**config.mk**
```make
export PLATFORM = sky130hd
export DESIGN_NAME = diag_link_frame_sequencer
export DESIGN_NICKNAME = d
export VERILOG_FILES = /design/src/dlfs_pkg.sv /design/src/dlfs_framer.sv /design/src/dlfs_seq.sv /design/src/diag_link_frame_sequencer.sv
export SDC_FILE = /design/constraint.sdc
export NUM_CORES = 1
export LEC_CHECK = 0
export CAP_MARGIN = 10
export CORE_ASPECT_RATIO = 1.1
export CORE_MARGIN = 2
export CORE_UTILIZATION = 55
export CTS_CLUSTER_SIZE = 40
export DETAILED_ROUTE_END_ITERATION = 16
export DONT_BUFFER_PORTS = 1
export GPL_TIMING_DRIVEN = 0
export PLACE_DENSITY_LB_ADDON = 0.2
export SKIP_LAST_GASP = 1
export SLEW_MARGIN = 20
export SYNTH_ARGS = -nofsm -noshare
export SYNTH_HDL_FRONTEND = slang
export SYNTH_HIERARCHICAL = 1
export SYNTH_SLANG_ARGS = --single-unit
```
**constraint.sdc**
```tcl
create_clock -name clk -period 8.6 [get_ports clk]
set_input_delay 0.43 -clock clk [delete_from_list [all_inputs] [get_ports clk]]
set_output_delay 0.43 -clock clk [all_outputs]
set_load 0.03 [all_outputs]
```
**src/dlfs_pkg.sv**
```systemverilog
// Shared types, codes and helper functions for the diagnostic link frame sequencer.
package dlfs_pkg;

  // Kind of an incoming item.
  typedef enum logic [1:0] {
    OP_BYTE    = 2'd0,
    OP_TICK    = 2'd1,
    OP_MODE    = 2'd2,
    OP_RESTART = 2'd3
  } op_t;

  // Receive status codes.
  localparam logic [2:0] ST_SEARCH   = 3'd0;
  localparam logic [2:0] ST_HDR      = 3'd1;
  localparam logic [2:0] ST_STORED   = 3'd2;
  localparam logic [2:0] ST_GOOD     = 3'd3;
  localparam logic [2:0] ST_CSUM_ERR = 3'd4;
  localparam logic [2:0] ST_REJECT   = 3'd5;

  // Command codes.
  localparam logic [3:0] CMD_NONE     = 4'd0;
  localparam logic [3:0] CMD_MODE0    = 4'd1;
  localparam logic [3:0] CMD_MODE1    = 4'd2;
  localparam logic [3:0] CMD_SHUTUP   = 4'd3;
  localparam logic [3:0] CMD_GET      = 4'd4;
  localparam logic [3:0] CMD_CLR      = 4'd5;
  localparam logic [3:0] CMD_CLR_BLM  = 4'd6;
  localparam logic [3:0] CMD_RST_IAC  = 4'd7;
  localparam logic [3:0] CMD_SET_IDLE = 4'd8;

  // Header and length constants.
  localparam logic [7:0] HDR_MAIN = 8'hF4;
  localparam logic [7:0] HDR_ALT1 = 8'h05;
  localparam logic [7:0] HDR_ALT2 = 8'h0A;
  localparam logic [7:0] LEN_BIAS = 8'h55;

  localparam int NUM_EV = 9;

  // Event bit positions.
  localparam int EV_IDLE   = 0;
  localparam int EV_SHUTUP = 1;
  localparam int EV_D0     = 2;
  localparam int EV_M1REQ  = 3;
  localparam int EV_D1     = 4;
  localparam int EV_M3REQ  = 5;
  localparam int EV_D3     = 6;
  localparam int EV_M4REQ  = 7;
  localparam int EV_D4     = 8;

  // Mode codes as reported on current_mode.
  localparam logic [2:0] MODE_0 = 3'd0;
  localparam logic [2:0] MODE_1 = 3'd1;
  localparam logic [2:0] MODE_3 = 3'd3;
  localparam logic [2:0] MODE_4 = 3'd4;

  // Information about the byte just taken by the framer.
  typedef struct packed {
    logic       done;
    logic [2:0] status;
    logic [7:0] hdr;
    logic [7:0] len;
    logic [7:0] third;
    logic [7:0] last;
  } frame_info_t;

  // Command that answers a requested mode; the unsupported mode maps to none.
  function automatic logic [3:0] mode_cmd(input logic [2:0] mode);
    logic [3:0] c;
    case (mode)
      3'd0:    c = CMD_MODE0;
      3'd1:    c = CMD_MODE1;
      3'd3:    c = CMD_GET;
      3'd4:    c = CMD_CLR;
      3'd5:    c = CMD_CLR_BLM;
      3'd6:    c = CMD_RST_IAC;
      3'd7:    c = CMD_SET_IDLE;
      default: c = CMD_NONE;
    endcase
    return c;
  endfunction

endpackage

```
**src/dlfs_framer.sv**
```systemverilog
// Byte framer: header, length, data and checksum phases of the receive side.
module dlfs_framer (
  input  logic                 clk,
  input  logic                 rst_n,
  input  logic                 step,
  input  dlfs_pkg::op_t        op,
  input  logic [7:0]           rx_byte,
  output dlfs_pkg::frame_info_t info
);
  import dlfs_pkg::*;

  typedef enum logic [3:0] {
    PH_HEADER = 4'b0001,
    PH_LENGTH = 4'b0010,
    PH_DATA   = 4'b0100,
    PH_CHECK  = 4'b1000
  } phase_t;

  phase_t     phase_r, phase_nxt;
  logic       first_r, first_nxt;
  logic [7:0] len_r, len_nxt;
  logic [7:0] cnt_r, cnt_nxt;
  logic [7:0] sum_r, sum_nxt;
  logic [7:0] hdr_r, hdr_nxt;
  logic [7:0] third_r, third_nxt;
  logic       hdr_ok;
  logic [7:0] cnt_inc;

  assign hdr_ok  = (rx_byte == HDR_MAIN) ||
                   (!first_r && ((rx_byte == HDR_ALT1) || (rx_byte == HDR_ALT2)));
  assign cnt_inc = cnt_r + 8'd1;

  always_comb begin
    phase_nxt   = phase_r;
    first_nxt   = first_r;
    len_nxt     = len_r;
    cnt_nxt     = cnt_r;
    sum_nxt     = sum_r;
    hdr_nxt     = hdr_r;
    third_nxt   = third_r;
    info        = '0;
    info.hdr    = hdr_r;
    info.len    = len_r;
    info.third  = third_r;
    info.last   = rx_byte;
    if (op == OP_RESTART) begin
      phase_nxt = PH_HEADER;
      first_nxt = 1'b1;
      len_nxt   = '0;
      cnt_nxt   = '0;
      sum_nxt   = '0;
      hdr_nxt   = '0;
      third_nxt = '0;
    end else if (op == OP_BYTE) begin
      unique case (phase_r)
        PH_HEADER: begin
          if (hdr_ok) begin
            first_nxt   = 1'b0;
            hdr_nxt     = rx_byte;
            sum_nxt     = rx_byte;
            phase_nxt   = PH_LENGTH;
            info.status = ST_HDR;
          end else begin
            info.status = first_r ? ST_SEARCH : ST_REJECT;
          end
        end
        PH_LENGTH: begin
          len_nxt     = rx_byte - LEN_BIAS;
          sum_nxt     = sum_r + rx_byte;
          cnt_nxt     = '0;
          phase_nxt   = (len_nxt == 8'd0) ? PH_CHECK : PH_DATA;
          info.status = ST_STORED;
        end
        PH_DATA: begin
          if (cnt_r == 8'd0) begin
            third_nxt = rx_byte;
          end
          sum_nxt = sum_r + rx_byte;
          cnt_nxt = cnt_inc;
          if (cnt_inc >= len_r) begin
            phase_nxt = PH_CHECK;
          end
          info.status = ST_STORED;
        end
        PH_CHECK: begin
          // With no data bytes the checksum byte doubles as the third byte.
          if (len_r == 8'd0) begin
            third_nxt = rx_byte;
          end
          info.third = third_nxt;
          sum_nxt    = sum_r + rx_byte;
          info.done  = 1'b1;
          if (sum_nxt == 8'd0) begin
            info.status = ST_GOOD;
          end else begin
            info.status = ST_CSUM_ERR;
            first_nxt   = 1'b1;
          end
          phase_nxt = PH_HEADER;
          len_nxt   = '0;
          cnt_nxt   = '0;
        end
        default: begin
          phase_nxt = PH_HEADER;
        end
      endcase
    end
  end

  always_ff @(posedge clk) begin
    if (!rst_n) begin
      phase_r <= PH_HEADER;
      first_r <= 1'b1;
      len_r   <= '0;
      cnt_r   <= '0;
      sum_r   <= '0;
      hdr_r   <= '0;
      third_r <= '0;
    end else if (step) begin
      phase_r <= phase_nxt;
      first_r <= first_nxt;
      len_r   <= len_nxt;
      cnt_r   <= cnt_nxt;
      sum_r   <= sum_nxt;
      hdr_r   <= hdr_nxt;
      third_r <= third_nxt;
    end
  end

endmodule

```
**src/dlfs_seq.sv**
```systemverilog
// Frame sorter and request sequencer that picks the next command to send.
module dlfs_seq (
  input  logic                  clk,
  input  logic                  rst_n,
  input  logic                  step,
  input  dlfs_pkg::op_t         op,
  input  logic [2:0]            req_mode,
  input  logic [7:0]            req_data,
  input  logic                  interactive,
  input  dlfs_pkg::frame_info_t info,
  output logic [8:0]            events,
  output logic [3:0]            send_cmd,
  output logic [7:0]            idle_value,
  output logic [2:0]            current_mode
);
  import dlfs_pkg::*;

  logic [1:0] su_r, su_nxt;
  logic [2:0] wanted_r, wanted_nxt;
  logic       pend_r, pend_nxt;
  logic [7:0] idle_r, idle_nxt;
  logic [2:0] mode_r, mode_nxt;
  logic       tout_r, tout_nxt;

  logic [NUM_EV-1:0] ev;
  logic [8:0]        total;
  logic [3:0]        nc;
  logic [3:0]        cmd;
  logic              sent;
  logic              take;
  logic              frame;

  assign total = {1'b0, info.len} + 9'd3;
  assign frame = (op == OP_BYTE) && info.done;

  always_comb begin
    ev            = '0;
    ev[EV_IDLE]   = (info.hdr == HDR_MAIN) && (total == 9'd3) && (info.last == 8'hB7);
    ev[EV_SHUTUP] = (info.hdr == HDR_MAIN) && (total == 9'd4) && (info.last == 8'hAE);
    ev[EV_D0]     = (total == 9'd6);
    ev[EV_M1REQ]  = (total == 9'd5) && (info.third == 8'h01) && (info.last == 8'hB5);
    ev[EV_D1]     = (total == 9'd67) && (info.third == 8'h01);
    ev[EV_M3REQ]  = (total == 9'd10) && (info.third == 8'h03);
    ev[EV_D3]     = (total == 9'd7) && (info.third == 8'h03);
    ev[EV_M4REQ]  = (total == 9'd14) && (info.third == 8'h04);
    ev[EV_D4]     = (total == 9'd4) && (info.third == 8'h04);
  end

  // Command that a handler would send right now.
  assign nc = pend_r ? mode_cmd(wanted_r) : CMD_MODE1;

  always_comb begin
    su_nxt     = su_r;
    wanted_nxt = wanted_r;
    pend_nxt   = pend_r;
    idle_nxt   = idle_r;
    mode_nxt   = mode_r;
    tout_nxt   = tout_r;
    cmd        = CMD_NONE;
    sent       = 1'b0;
    take       = 1'b0;
    if (frame) begin
      // Handlers run in a fixed order; only the first one that may send does.
      if (ev[EV_IDLE] && interactive) begin
        cmd  = CMD_SHUTUP;
        sent = 1'b1;
      end
      if (ev[EV_SHUTUP] && interactive && !sent) begin
        if (su_r >= 2'd2) begin
          cmd    = nc;
          sent   = 1'b1;
          take   = 1'b1;
          su_nxt = 2'd1;
        end else begin
          su_nxt = su_r + 2'd1;
        end
      end
      if (ev[EV_D0]) begin
        mode_nxt = MODE_0;
      end
      if (ev[EV_D1]) begin
        mode_nxt = MODE_1;
        if (interactive && !sent) begin
          cmd  = nc;
          sent = 1'b1;
          take = 1'b1;
        end
      end
      if (ev[EV_D3]) begin
        mode_nxt = MODE_3;
        if (interactive && !sent) begin
          cmd  = nc;
          sent = 1'b1;
          take = 1'b1;
        end
      end
      if (ev[EV_D4]) begin
        mode_nxt = MODE_4;
        if (interactive && !sent) begin
          cmd  = nc;
          sent = 1'b1;
          take = 1'b1;
        end
      end
      if (take) begin
        tout_nxt = 1'b0;
        pend_nxt = 1'b0;
      end
    end else if (op == OP_TICK) begin
      if (interactive) begin
        mode_nxt = MODE_1;
        if (tout_r) begin
          cmd      = nc;
          pend_nxt = 1'b0;
        end
        tout_nxt = 1'b1;
      end
    end else if (op == OP_MODE) begin
      idle_nxt   = req_data;
      wanted_nxt = req_mode;
      pend_nxt   = 1'b1;
    end else if (op == OP_RESTART) begin
      // Restart keeps the timeout flag.
      mode_nxt   = MODE_0;
      wanted_nxt = 3'd1;
      pend_nxt   = 1'b0;
      idle_nxt   = '0;
      su_nxt     = 2'd1;
      cmd        = CMD_MODE0;
    end
  end

  assign events       = frame ? ev : '0;
  assign send_cmd     = cmd;
  assign idle_value   = (cmd == CMD_SET_IDLE) ? idle_nxt : 8'd0;
  assign current_mode = mode_nxt;

  always_ff @(posedge clk) begin
    if (!rst_n) begin
      su_r     <= 2'd1;
      wanted_r <= 3'd1;
      pend_r   <= 1'b0;
      idle_r   <= '0;
      mode_r   <= MODE_0;
      tout_r   <= 1'b0;
    end else if (step) begin
      su_r     <= su_nxt;
      wanted_r <= wanted_nxt;
      pend_r   <= pend_nxt;
      idle_r   <= idle_nxt;
      mode_r   <= mode_nxt;
      tout_r   <= tout_nxt;
    end
  end

endmodule

```
**src/diag_link_frame_sequencer.sv**
```systemverilog
// An accepted item waits in the input register and its result in the result register, which drives
// out_tvalid. Throughput: one item per cycle unless out_tready holds the result register full;
// all per-item work is one pass of logic between the registers.
// The input register refills in the same cycle its item moves to a free or draining result register.
// Reset (rst_n low, synchronous): framer returns to header search, sequencer to its start values,
// the interactive register clears and both registers drop their valid flags.
module diag_link_frame_sequencer (
  input  logic        clk,
  input  logic        rst_n,
  // Input stream.
  input  logic        in_tvalid,
  output logic        in_tready,
  input  logic [23:0] in_tdata,   // [7:0] rx_byte, [10:8] req_mode, [18:11] req_data, rest zero
  input  logic [1:0]  in_tuser,   // [1:0] op
  // Result stream.
  output logic        out_tvalid,
  input  logic        out_tready,
  output logic [31:0] out_tdata,  // [2:0] rx_status, [11:3] events, [15:12] send_cmd,
                                  // [23:16] idle_value, [26:24] current_mode, rest zero
  output logic        out_tlast,  // frame_done: this byte completed a frame
  // Configuration write channel for the interactive register.
  input  logic        cfg_valid,
  output logic        cfg_ready,
  input  logic        cfg_data
);
  import dlfs_pkg::*;

  // Input register. It holds one item until the logic can pass its result on.
  logic       in_v_r;
  op_t        op_r;
  logic [7:0] byte_r;
  logic [2:0] mode_r;
  logic [7:0] data_r;

  // Result register.
  logic        out_v_r;
  logic [2:0]  status_r;
  logic        done_r;
  logic [8:0]  events_r;
  logic [3:0]  cmd_r;
  logic [7:0]  idle_r;
  logic [2:0]  cur_r;

  logic        interactive_r;

  logic        adv;
  frame_info_t info;
  logic [8:0]  events;
  logic [3:0]  send_cmd;
  logic [7:0]  idle_value;
  logic [2:0]  current_mode;

  // The item in the input register is processed in the cycle it moves on, so the
  // framer and sequencer state update exactly once per item, in order.
  assign adv       = in_v_r && (!out_v_r || out_tready);
  assign in_tready = !in_v_r || adv;
  assign cfg_ready = 1'b1;

  always_ff @(posedge clk) begin
    if (!rst_n) begin
      in_v_r <= 1'b0;
    end else if (in_tready) begin
      in_v_r <= in_tvalid;
    end
  end

  always_ff @(posedge clk) begin
    if (in_tready && in_tvalid) begin
      op_r   <= op_t'(in_tuser);
      byte_r <= in_tdata[7:0];
      mode_r <= in_tdata[10:8];
      data_r <= in_tdata[18:11];
    end
  end

  always_ff @(posedge clk) begin
    if (!rst_n) begin
      interactive_r <= 1'b0;
    end else if (cfg_valid && cfg_ready) begin
      interactive_r <= cfg_data;
    end
  end

  dlfs_framer u_framer (
    .clk     (clk),
    .rst_n   (rst_n),
    .step    (adv),
    .op      (op_r),
    .rx_byte (byte_r),
    .info    (info)
  );

  dlfs_seq u_seq (
    .clk          (clk),
    .rst_n        (rst_n),
    .step         (adv),
    .op           (op_r),
    .req_mode     (mode_r),
    .req_data     (data_r),
    .interactive  (interactive_r),
    .info         (info),
    .events       (events),
    .send_cmd     (send_cmd),
    .idle_value   (idle_value),
    .current_mode (current_mode)
  );

  // A result waits here until its transfer completes; a new one can load in the same cycle.
  always_ff @(posedge clk) begin
    if (!rst_n) begin
      out_v_r <= 1'b0;
    end else if (adv) begin
      out_v_r <= 1'b1;
    end else if (out_tready) begin
      out_v_r <= 1'b0;
    end
  end

  always_ff @(posedge clk) begin
    if (adv) begin
      status_r <= info.status;
      done_r   <= info.done;
      events_r <= events;
      cmd_r    <= send_cmd;
      idle_r   <= idle_value;
      cur_r    <= current_mode;
    end
  end

  assign out_tvalid = out_v_r;
  assign out_tlast  = done_r;
  assign out_tdata  = {5'd0, cur_r, idle_r, cmd_r, events_r, status_r};

endmodule

```
==> results of run 1 <==
[area by class of cell]
type                       instances  share of cell area (%)
buffer                            38                    3.01
clock buffer                      21                    6.51
inverter                          27                    1.40
sequential                       115                    38.6
timing repair buffer               1                   0.381
clock inverter                    11                    1.75
tap                              150                    2.60
multi-input combinational        474                    45.7
[state kept, by name (all words and copies together) (netlist names), 4 cells and up]
| name | flops |
|---|---|
| u_framer/len_r | 8 |
| byte_r | 8 |
| data_r | 8 |
| u_framer/third_r | 8 |
| cmd_r | 4 |
| idle_r | 8 |
| events_r | 9 |
| u_framer/sum_r | 8 |
| u_framer/hdr_r | 8 |
| u_framer/cnt_r | 8 |
| u_seq/idle_r | 8 |
| u_framer/phase_r | 4 |
[metal layers]
metal / GRT usage [%] / vias to the layer above / part of all wire [%]
li1: - / 2446 / -
met1: 28.7 / 2389 / 42
met2: 43.0 / 171 / 50
met3: 6.81 / 32 / 5.8
met4: 13.2 / 0 / 2.4
met5: 0 / - / 0
[metrics by stage]
| step | util [%] | cell area, um^2 | hold WS [ns] |
|---|---|---|---|
| global route | 63.5 | 7230 | 0.0788 |
| global placement | 57.9 | 6590 | 0.437 |
| CTS | 63.5 | 7230 | 0.0855 |
| floorplan | - | 6400 | 0.426 |
| detailed placement | 58.3 | 6640 | 0.442 |
| finish | 63.5 | 7230 | 0.101 |
[worst paths after layout]
check                           end  slack [ns]
setup / recovery           cur_r[0]        4.25
hold / removal            data_r[6]        0.10
setup reg to reg           cur_r[0]        4.25
hold reg to reg   u_framer/hdr_r[6]        0.46
[cells in the mapped netlist, types with 8 or more instances]
| library cell | n | area (um^2) |
|---|---|---|
| a22oi_1 | 20 | 150 |
| nand2b_1 | 9 | 56.3 |
| nand2_1 | 46 | 173 |
| dfxtp_1 | 66 | 1320 |
| nor3_1 | 21 | 105 |
| xor2_1 | 9 | 78.8 |
| nor2b_1 | 37 | 231 |
| edfxtp_1 | 49 | 1470 |
| and3_1 | 10 | 62.6 |
| a32oi_1 | 8 | 70.1 |
| ha_1 | 27 | 338 |
| a21boi_0 | 10 | 75.1 |
| nand3_1 | 13 | 65.1 |
| inv_1 | 26 | 97.6 |
| nor2_1 | 42 | 158 |
| nand4_1 | 8 | 50.1 |
| o21ai_0 | 30 | 150 |
| clkbuf_1 | 14 | 52.6 |
| buf_4 | 14 | 105 |
| a21oi_1 | 21 | 105 |
[power groups by stage]
| stage | logic (W) | registers (W) | clock network [W] |
|---|---|---|---|
| floorplan | 0.0000746 | 0.000619 | 0 |
| global placement | 0.0000919 | 0.000624 | 0 |
| detailed placement | 0.0000964 | 0.000623 | 0 |
| CTS | 0.0000970 | 0.000612 | 0.000709 |
| global route | 0.000108 | 0.000615 | 0.000732 |
| finish | 0.0000979 | 0.000612 | 0.000697 |
[kinds of logic after synthesis]
family / count (synthesis) / share of synthesized area (%)
adders and majority gates: 28 / 5.60
xor gates and xnor gates: 16 / 2.19
and+or+nand+nor: 253 / 22.8
buffers and inverters: 65 / 5.00
AOI/OAI and AO/OA: 156 / 18.0
DFF: 115 / 43.7
other: 2 / 0.118
muxes: 15 / 2.53
==> flow_metrics.env, run 1 <==
export IMPL_setup_tns_final_ns=0
export IMPL_p_leak_nw=2.71
export IMPL_synth_cell_area_um2=6390
export IMPL_multi_input_area_um2=3310
export IMPL_nFillCells=923
export IMPL_final_setup_worst_slack_ns=4.25
export IMPL_most_common_layout_cells="66 x dfxtp_1, 49 x edfxtp_1, 46 x nand2_1"
export IMPL_pwr_share_comb_pct=7.0
export IMPL_cp_slowest_stage_delay_ns=0.53
export IMPL_synth_cells=650
export IMPL_power_total_w=0.00141
export IMPL_clock_latency_ns=0.42
export IMPL_min_path_cells=0
export IMPL_grtUsageTotal_pct=25.0
export IMPL_hold_violations=0
export IMPL_ys_ff_latch=115
export IMPL_ys_async_sr_fraction_pct=0
export IMPL_cp_slowest_cell="nor4_1"
export IMPL_grt_pass1_vias=4894
export IMPL_numPortBuffers=0
export IMPL_htree_levels=4
export IMPL_drive_above_1_share_pct=13.8
export IMPL_worstPathCellList="ha_1 > clkbuf_1 > nand2b_1 > nor2_1 > nand2_1 > mux2_2 > nor4_1 > nand4_1 > o21ai_0 > a31oi_1 > or2_2"
export IMPL_postCtsHoldBufs=0
export IMPL_drtIter0Drc=290
export IMPL_tightest_slew_ns=1.02
export IMPL_endpoint_kind="register"
export IMPL_die_w_um=107
export IMPL_p_int_w=0.00108
export IMPL_final_common_cell="dfxtp_1"
export IMPL_cts_buffers=17
export IMPL_yosysUniqueCellTypes=87
export IMPL_ctsRootBufferMaster="clkbuf_16"
export IMPL_ir_drop_v=0.000123
export IMPL_pin_count=68
export IMPL_start_kind="register"
export IMPL_via_per_inst=6.02
export IMPL_timing_max_cap_violations=0
export IMPL_grt_pass1_wl_mm=23.8
export IMPL_antennaDiodeCount=0
export IMPL_die_h_um=117
export IMPL_dp_cells=805
export IMPL_synth_seq_area_share_pct=43.7
export IMPL_worstPathArrival_ns=4.52
export IMPL_status="finished, final reports clean"
export IMPL_drt_total_wl_mm=14.8
export IMPL_area_growth_pct=13.2
export IMPL_path_buf_inv=1
export IMPL_crit_required_ns=8.77
export IMPL_power_frac_seq_pct=43.5
export IMPL_grt_overflow_total=0
export IMPL_avgSynthCellArea_um2=9.82
export IMPL_pre_cts_slack_ns=4.43
export IMPL_cp_depth=11
export IMPL_post_route_period_util_pct=50.6
export IMPL_regArea_um2=2790
export IMPL_vias=5038
export IMPL_remaining_drc_errors=0
export IMPL_antenna_found_initial=0
export IMPL_initial_core_util_pct=56.1
export IMPL_rsz0062_at_grt="no"
export IMPL_cts_setup_buffers=0
export IMPL_setup_viol=0
export IMPL_grt_max_degree=28
export IMPL_reg2reg_from="op_r[0]"
export IMPL_min_period_ns=4.35
export IMPL_slew_viol_final=0
export IMPL_path_class="reg -> reg"
export IMPL_synth_edf_count=49
export IMPL_p_per_area_nw_per_um2=195
export IMPL_cts_resized_gates=0
export IMPL_hpwl_mm=10.7
export IMPL_switching_share_pct=23.6
export IMPL_clockBufferDepth=2
export IMPL_path_clk_slew_ns=0.05
export IMPL_ant_nets=0
export IMPL_final_cells=837
export IMPL_fin_skew_ns=0.00669
export IMPL_ys_warn_count=6
export IMPL_path_delay_family="simple AND/OR/NAND/NOR gates"
export IMPL_p_switching_w=0.000333
export IMPL_cts_tree="done"
export IMPL_pwr_share_clk_pct=49.5
export IMPL_die_area_um2=12500
export IMPL_min_delay_start="in_tdata[17]"
export IMPL_rr_worst_depth=11
export IMPL_synthFlopType="dfxtp_1"
export IMPL_drt_pass1_iterations=5
export IMPL_rows=41
export IMPL_hp_class="in -> reg"
export IMPL_relSlewSlack_pct=31.7
export IMPL_place_gp_congestion=0.905
export IMPL_wl_per_cell_um=17.7
export IMPL_crit_fanout=10
export IMPL_fmax_mhz=230
export IMPL_core_um2=11400
export IMPL_numClockSinks=115
export IMPL_crit_path_start="op_r[0]"
export IMPL_nets=734
Note: power is estimated with default switching activity, not from simulation.
==> inputs of run 2 (changes only) <==
clock period = 3.75 ns   (was 8.6 ns; I/O delays follow)
==> run 2 against run 1 <==
Count of clock-buffer cells in the layout unchanged. Cell area up 3.9%. Non-clock buffer count rose by 25. Global-route usage is 0.52 points higher. Sequential share of layout area is 1.4 points lower. Cell count is 3.0% higher. Largest cell class unchanged.
==> flow_metrics.env, run 2 (synthesized netlist as in run 1, its figures left out) <==
export IMPL_numPortBuffers=0
export IMPL_hpwl_mm=10.7
export IMPL_nFillCells=896
export IMPL_p_switching_w=0.000773
export IMPL_relSlewSlack_pct=31.6
export IMPL_clock_latency_ns=0.42
export IMPL_grtUsageTotal_pct=25.5
export IMPL_final_setup_worst_slack_ns=0.178
export IMPL_area_growth_pct=17.6
export IMPL_htree_levels=4
export IMPL_remaining_drc_errors=0
export IMPL_wl_per_cell_um=17.6
export IMPL_regArea_um2=2790
export IMPL_p_leak_nw=2.82
export IMPL_path_class="reg -> reg"
export IMPL_hold_end="interactive_r"
export IMPL_timing_max_cap_violations=0
export IMPL_min_delay_start="cfg_data"
export IMPL_place_gp_congestion=0.905
export IMPL_power_frac_seq_pct=43.2
export IMPL_grt_pass1_wl_mm=24.4
export IMPL_cts_tree="done"
export IMPL_numClockSinks=115
export IMPL_reg2reg_slack_ns=0.18
export IMPL_regMostFlops="events_r"
export IMPL_ir_drop_v=0.000283
export IMPL_reg2reg_from="u_framer/phase_r[0]"
export IMPL_drive_above_1_share_pct=14.3
export IMPL_setup_viol=0
export IMPL_post_route_period_util_pct=95.3
export IMPL_crit_fanout=10
export IMPL_most_common_layout_cells="66 x dfxtp_1, 49 x edfxtp_1, 45 x nand2_1"
export IMPL_die_w_um=107
export IMPL_antenna_found_initial=0
export IMPL_endpoint_kind="register"
export IMPL_r2r_end="u_seq/mode_r[2]"
export IMPL_pwr_share_clk_pct=49.2
export IMPL_p_per_area_nw_per_um2=433
export IMPL_tightest_slew_ns=1.02
export IMPL_ctsRootBufferMaster="clkbuf_16"
export IMPL_die_area_um2=12500
export IMPL_slew_viol_final=0
export IMPL_antennaDiodeCount=0
export IMPL_ant_nets=0
export IMPL_die_h_um=117
export IMPL_cts_buffers=17
export IMPL_grt_overflow_total=0
export IMPL_initial_core_util_pct=56.1
export IMPL_fmax_mhz=280
export IMPL_clockBufferDepth=2
export IMPL_via_per_inst=5.97
export IMPL_hold_violations=0
export IMPL_hp_class="in -> reg"
export IMPL_grt_max_degree=28
export IMPL_fin_skew_ns=0.00702
export IMPL_worstPathArrival_ns=3.87
export IMPL_vias=5145
export IMPL_status="finished, final reports clean"
export IMPL_path_clk_slew_ns=0.05
export IMPL_rows=41
export IMPL_largest_reg_flops=9
export IMPL_grt_pass1_vias=5022
export IMPL_rsz0062_at_grt="no"
export IMPL_final_common_cell="dfxtp_1"
export IMPL_drt_pass1_iterations=5
export IMPL_start_kind="register"
export IMPL_switching_share_pct=23.8
export IMPL_pwr_share_comb_pct=7.6
export IMPL_min_period_ns=3.57
export IMPL_p_int_w=0.00248
export IMPL_multi_input_area_um2=3340
export IMPL_core_um2=11400
export IMPL_pin_count=68
export IMPL_utilization_pct=66.0
export IMPL_min_path_cells=2
export IMPL_drt_total_wl_mm=15.2
export IMPL_pre_cts_slack_ns=-0.417
export IMPL_rr_worst_depth=11
export IMPL_drtIter0Drc=276
export IMPL_nets=759
export IMPL_crit_required_ns=4.05
run 2: cell types whose count changed in the layout (fill, tap and decap cells not counted), sizes merged:
cell,before,now
dlygate4sd3,0,24
clkbuf,36,35
buf,24,26
run 2: worst max-delay path, stage by stage (launching register included):
cell and delay, ns:
dfxtp_1 0.36, or4b_2 0.67, buf_2 0.19, nor2_4 0.18, nand2_4 0.12, mux2_2 0.31
or4_1 0.60, nor3_1 0.21, nand4_1 0.23, and4_1 0.29, o2111ai_1 0.21, nand2_1 0.08
run 2: through the flow:
| step | area, um^2 | TNS (ns) | total power (W) | hold WS (ns) | cells |
|---|---|---|---|---|---|
| floorplan | 6400 | 0 | 0.00159 | 0.286 | 654 |
| global placement | 6590 | -35.98 | 0.00164 | 0.286 | 804 |
| detailed placement | 6640 | -6.84 | 0.00165 | 0.286 | 805 |
| CTS | 7480 | 0 | 0.00327 | 0.00717 | 860 |
| global route | 7510 | 0 | 0.00336 | 0.0311 | 862 |
| finish | 7510 | 0 | 0.00326 | 0.0363 | 862 |
run 2: worst max-delay path by stage:
stage                              startpoint                end  slack [ns]  cells after the start
after CTS                             op_r[0]           cur_r[2]        0.04                     10
after global routing      u_framer/phase_r[0]    u_seq/mode_r[2]        0.02                     11
after floorplan                    out_tvalid  u_seq/wanted_r[0]        0.28                      7
final                     u_framer/phase_r[0]    u_seq/mode_r[2]        0.18                     11
after global placement             out_tvalid  u_seq/wanted_r[0]       -0.92                      7
after detailed placement              op_r[0]           cur_r[2]       -0.42                     11
run 2: timing repair:
action                                  4_1_cts  5_1_grt
gates resized for setup                       3        5
pin swaps                                     0        4
endpoints found under the setup margin       23       19
setup buffers                                 0        2
endpoints found under the hold margin        26        0
hold buffers                                 24        0
run 2: final cells by class:
| type | count | share of cell area [%] |
|---|---|---|
| inverter | 27 | 1.35 |
| multi-input combinational | 474 | 44.4 |
| clock buffer | 21 | 6.26 |
| sequential | 115 | 37.2 |
| buffer | 37 | 2.85 |
| tap | 150 | 2.50 |
| clock inverter | 11 | 1.68 |
| timing repair buffer | 27 | 3.76 |
run 2: routing by layer:
layer	vias up	wire length (um)	global-route usage, %	share of wire (%)
li1	2496	-	-	-
met1	2438	6360	29.2	42
met2	178	7580	44.4	50
met3	33	832	6.53	5.5
met4	0	378	13.2	2.5
met5	-	0	0	0
run 2: power groups by stage:
| stage | registers, W | logic [W] | clock network [W] |
|---|---|---|---|
| 3_3_place_gp | 0.00143 | 0.000211 | 0 |
| 2_1_floorplan | 0.00142 | 0.000171 | 0 |
| 4_1_cts | 0.00140 | 0.000244 | 0.00163 |
| 3_5_place_dp | 0.00143 | 0.000221 | 0 |
| 5_1_grt | 0.00141 | 0.000272 | 0.00168 |
| 6_report | 0.00140 | 0.000249 | 0.00160 |
==> inputs of run 3 (changes only) <==
==> constraint.sdc (replaced) <==
create_clock -name clk -period 3.75 [get_ports clk]
set_input_delay 0.9375 -clock clk [delete_from_list [all_inputs] [get_ports clk]]
set_output_delay 0.9375 -clock clk [all_outputs]
set_load 0.03 [all_outputs]
==> run 3 against run 2 <==
Routed wire length is 0.87% higher. Clock power is 7% lower. Worst setup slack better by 0.013 ns. Hold slack better by 0.42 ns. Total power is 4.0% lower. Via count is 0.29% lower. Cell area is 3.6% lower. Critical path depth stayed put. Sequential share of layout area is 1.4 points higher. Non-clock buffer count is 25 lower. Sequential power hardly changed. First-iteration DRC count is 2.9% higher. Largest cell class unchanged.
==> flow_metrics.env, run 3 (synthesized netlist as in run 1, its figures left out) <==
export IMPL_pin_count=68
export IMPL_path_class="reg -> reg"
export IMPL_tightest_slew_ns=1.21
export IMPL_largest_reg_flops=9
export IMPL_p_leak_nw=2.69
export IMPL_setup_tns_final_ns=0
export IMPL_via_per_inst=6.13
export IMPL_min_period_ns=3.56
export IMPL_initial_core_util_pct=56.1
export IMPL_p_int_w=0.00237
export IMPL_grt_overflow_total=0
export IMPL_grt_pass1_wl_mm=24.2
export IMPL_final_common_cell="dfxtp_1"
export IMPL_drive_above_1_share_pct=14.8
export IMPL_rows=41
export IMPL_cts_buffers=17
export IMPL_postCtsHoldBufs=0
export IMPL_ant_nets=0
export IMPL_grt_max_degree=27
export IMPL_drt_pass1_iterations=6
export IMPL_remaining_drc_errors=0
export IMPL_power_frac_seq_pct=45.0
export IMPL_hpwl_mm=11.0
export IMPL_min_delay_start="u_framer/hdr_r[7]"
export IMPL_vias=5130
export IMPL_final_cells=837
export IMPL_pwr_share_comb_pct=7.3
export IMPL_start_kind="register"
export IMPL_clock_latency_ns=0.43
export IMPL_setup_viol=0
export IMPL_hp_class="reg -> reg"
export IMPL_ir_drop_v=0.000309
export IMPL_place_gp_congestion=0.911
export IMPL_cts_tree="done"
export IMPL_hold_end="u_framer/hdr_r[7]"
export IMPL_endpoint_kind="register"
export IMPL_rr_worst_depth=11
export IMPL_nets=734
export IMPL_die_area_um2=12500
export IMPL_slew_viol_final=0
export IMPL_htree_levels=4
export IMPL_worstPathArrival_ns=3.82
export IMPL_whs_ns=0.453
export IMPL_fin_skew_ns=0.00761
export IMPL_die_w_um=107
export IMPL_clockBufferDepth=2
export IMPL_ctsRootBufferMaster="clkbuf_16"
export IMPL_post_route_period_util_pct=94.9
export IMPL_area_growth_pct=13.4
export IMPL_antennaDiodeCount=0
export IMPL_pwr_share_clk_pct=47.7
export IMPL_crit_required_ns=4.01
export IMPL_rsz0062_at_grt="no"
export IMPL_hold_violations=0
export IMPL_path_clk_slew_ns=0.05
export IMPL_regMostFlops="events_r"
export IMPL_grt_pass1_vias=4885
export IMPL_drtIter0Drc=284
export IMPL_grtUsageTotal_pct=25.3
export IMPL_fmax_mhz=281
export IMPL_numClockSinks=115
export IMPL_crit_fanout=10
export IMPL_numPortBuffers=0
export IMPL_wl_per_cell_um=18.3
export IMPL_dp_cells=805
export IMPL_p_per_area_nw_per_um2=432
export IMPL_reg2reg_slack_ns=0.19
export IMPL_most_common_layout_cells="66 x dfxtp_1, 49 x edfxtp_1, 45 x nand2_1"
export IMPL_reg2reg_from="u_framer/phase_r[0]"
export IMPL_min_path_cells=1
export IMPL_core_um2=11400
export IMPL_utilization_pct=63.6
export IMPL_drt_total_wl_mm=15.3
export IMPL_die_h_um=117
export IMPL_p_switching_w=0.000756
export IMPL_status="finished, final reports clean"
export IMPL_r2r_end="cmd_r[0]"
export IMPL_relSlewSlack_pct=18.9
export IMPL_antenna_found_initial=0
export IMPL_switching_share_pct=24.2
export IMPL_timing_max_cap_violations=0
==> run 3: cell count changes in the layout (fill, tap and decap cells not counted), sizes merged <==
cell / change
clkbuf: +3
bufinv: -2
buf: -1
clkinvlp: +1
dlygate4sd3: -24
inv: -2
==> run 3: area by class of cell <==
class,instances,area [um^2]
timing repair buffer,2,35.0
clock buffer,24,504
clock inverter,8,51.3
sequential,115,2790
buffer,37,214
inverter,27,101
tap,150,188
fill,933,4150
multi-input combinational,474,3350
==> run 3: power groups by stage <==
stage / logic, W / registers [W] / clock network [W]
floorplan: 0.000171 / 0.00142 / 0
global placement: 0.000211 / 0.00143 / 0
detailed placement: 0.000223 / 0.00143 / 0
CTS: 0.000224 / 0.00141 / 0.00151
global route: 0.000251 / 0.00141 / 0.00157
finish: 0.000229 / 0.00141 / 0.00149
==> run 3: routing by layer <==
| metal | track usage, % | part of all wire (%) | vias to the layer above |
|---|---|---|---|
| met2 | 43.7 | 51 | 167 |
| met5 | 0 | 0 | - |
| met4 | 11.4 | 2.2 | 0 |
| li1 | - | - | 2440 |
| met1 | 29.2 | 41 | 2496 |
| met3 | 7.70 | 5.2 | 27 |
==> run 3: worst max path at each step <==
| stage | start | to | slack (ns) | cells past startpoint |
|---|---|---|---|---|
| after global placement | op_r[0] | cur_r[2] | -0.44 | 11 |
| after floorplan | u_framer/phase_r[3] | cur_r[2] | 0.30 | 11 |
| after detailed placement | op_r[0] | cur_r[2] | -0.47 | 11 |
| after CTS | u_framer/phase_r[0] | cur_r[2] | 0.02 | 10 |
| after global routing | u_framer/phase_r[0] | idle_r[1] | 0.03 | 11 |
| final | u_framer/phase_r[0] | cmd_r[0] | 0.19 | 11 |
==> run 3: metrics by stage <==
| step | total power (W) | cell area (um^2) | setup slack [ns] |
|---|---|---|---|
| 2_1_floorplan | 0.00159 | 6400 | 0.304 |
| 5_1_grt | 0.00323 | 7240 | 0.0262 |
| 4_1_cts | 0.00314 | 7200 | 0.0157 |
| 3_3_place_gp | 0.00164 | 6590 | -0.438 |
| 3_5_place_dp | 0.00165 | 6640 | -0.474 |
| 6_report | 0.00313 | 7240 | 0.190 |
==> run 3: critical path: stages, from the launching register on <==
cell and delay, ns:
dfxtp_1 0.36, or4b_2 0.67, buf_2 0.19, nor2_4 0.21, nand2_4 0.13, mux2_2 0.32, or4_4 0.58, nor2_2 0.14
nand3_1 0.17, a31oi_4 0.35, nor2_1 0.09, o31ai_2 0.17
==> run 3: repair_timing <==
| item | in CTS | in global routing |
|---|---|---|
| cloned | 0 | 0 |
| hold endpoints to repair | 0 | 0 |
| setup buffers | 0 | 1 |
| gates resized for setup | 4 | 8 |
| endpoints found under the setup margin | 23 | 19 |
| pin swaps | 0 | 4 |
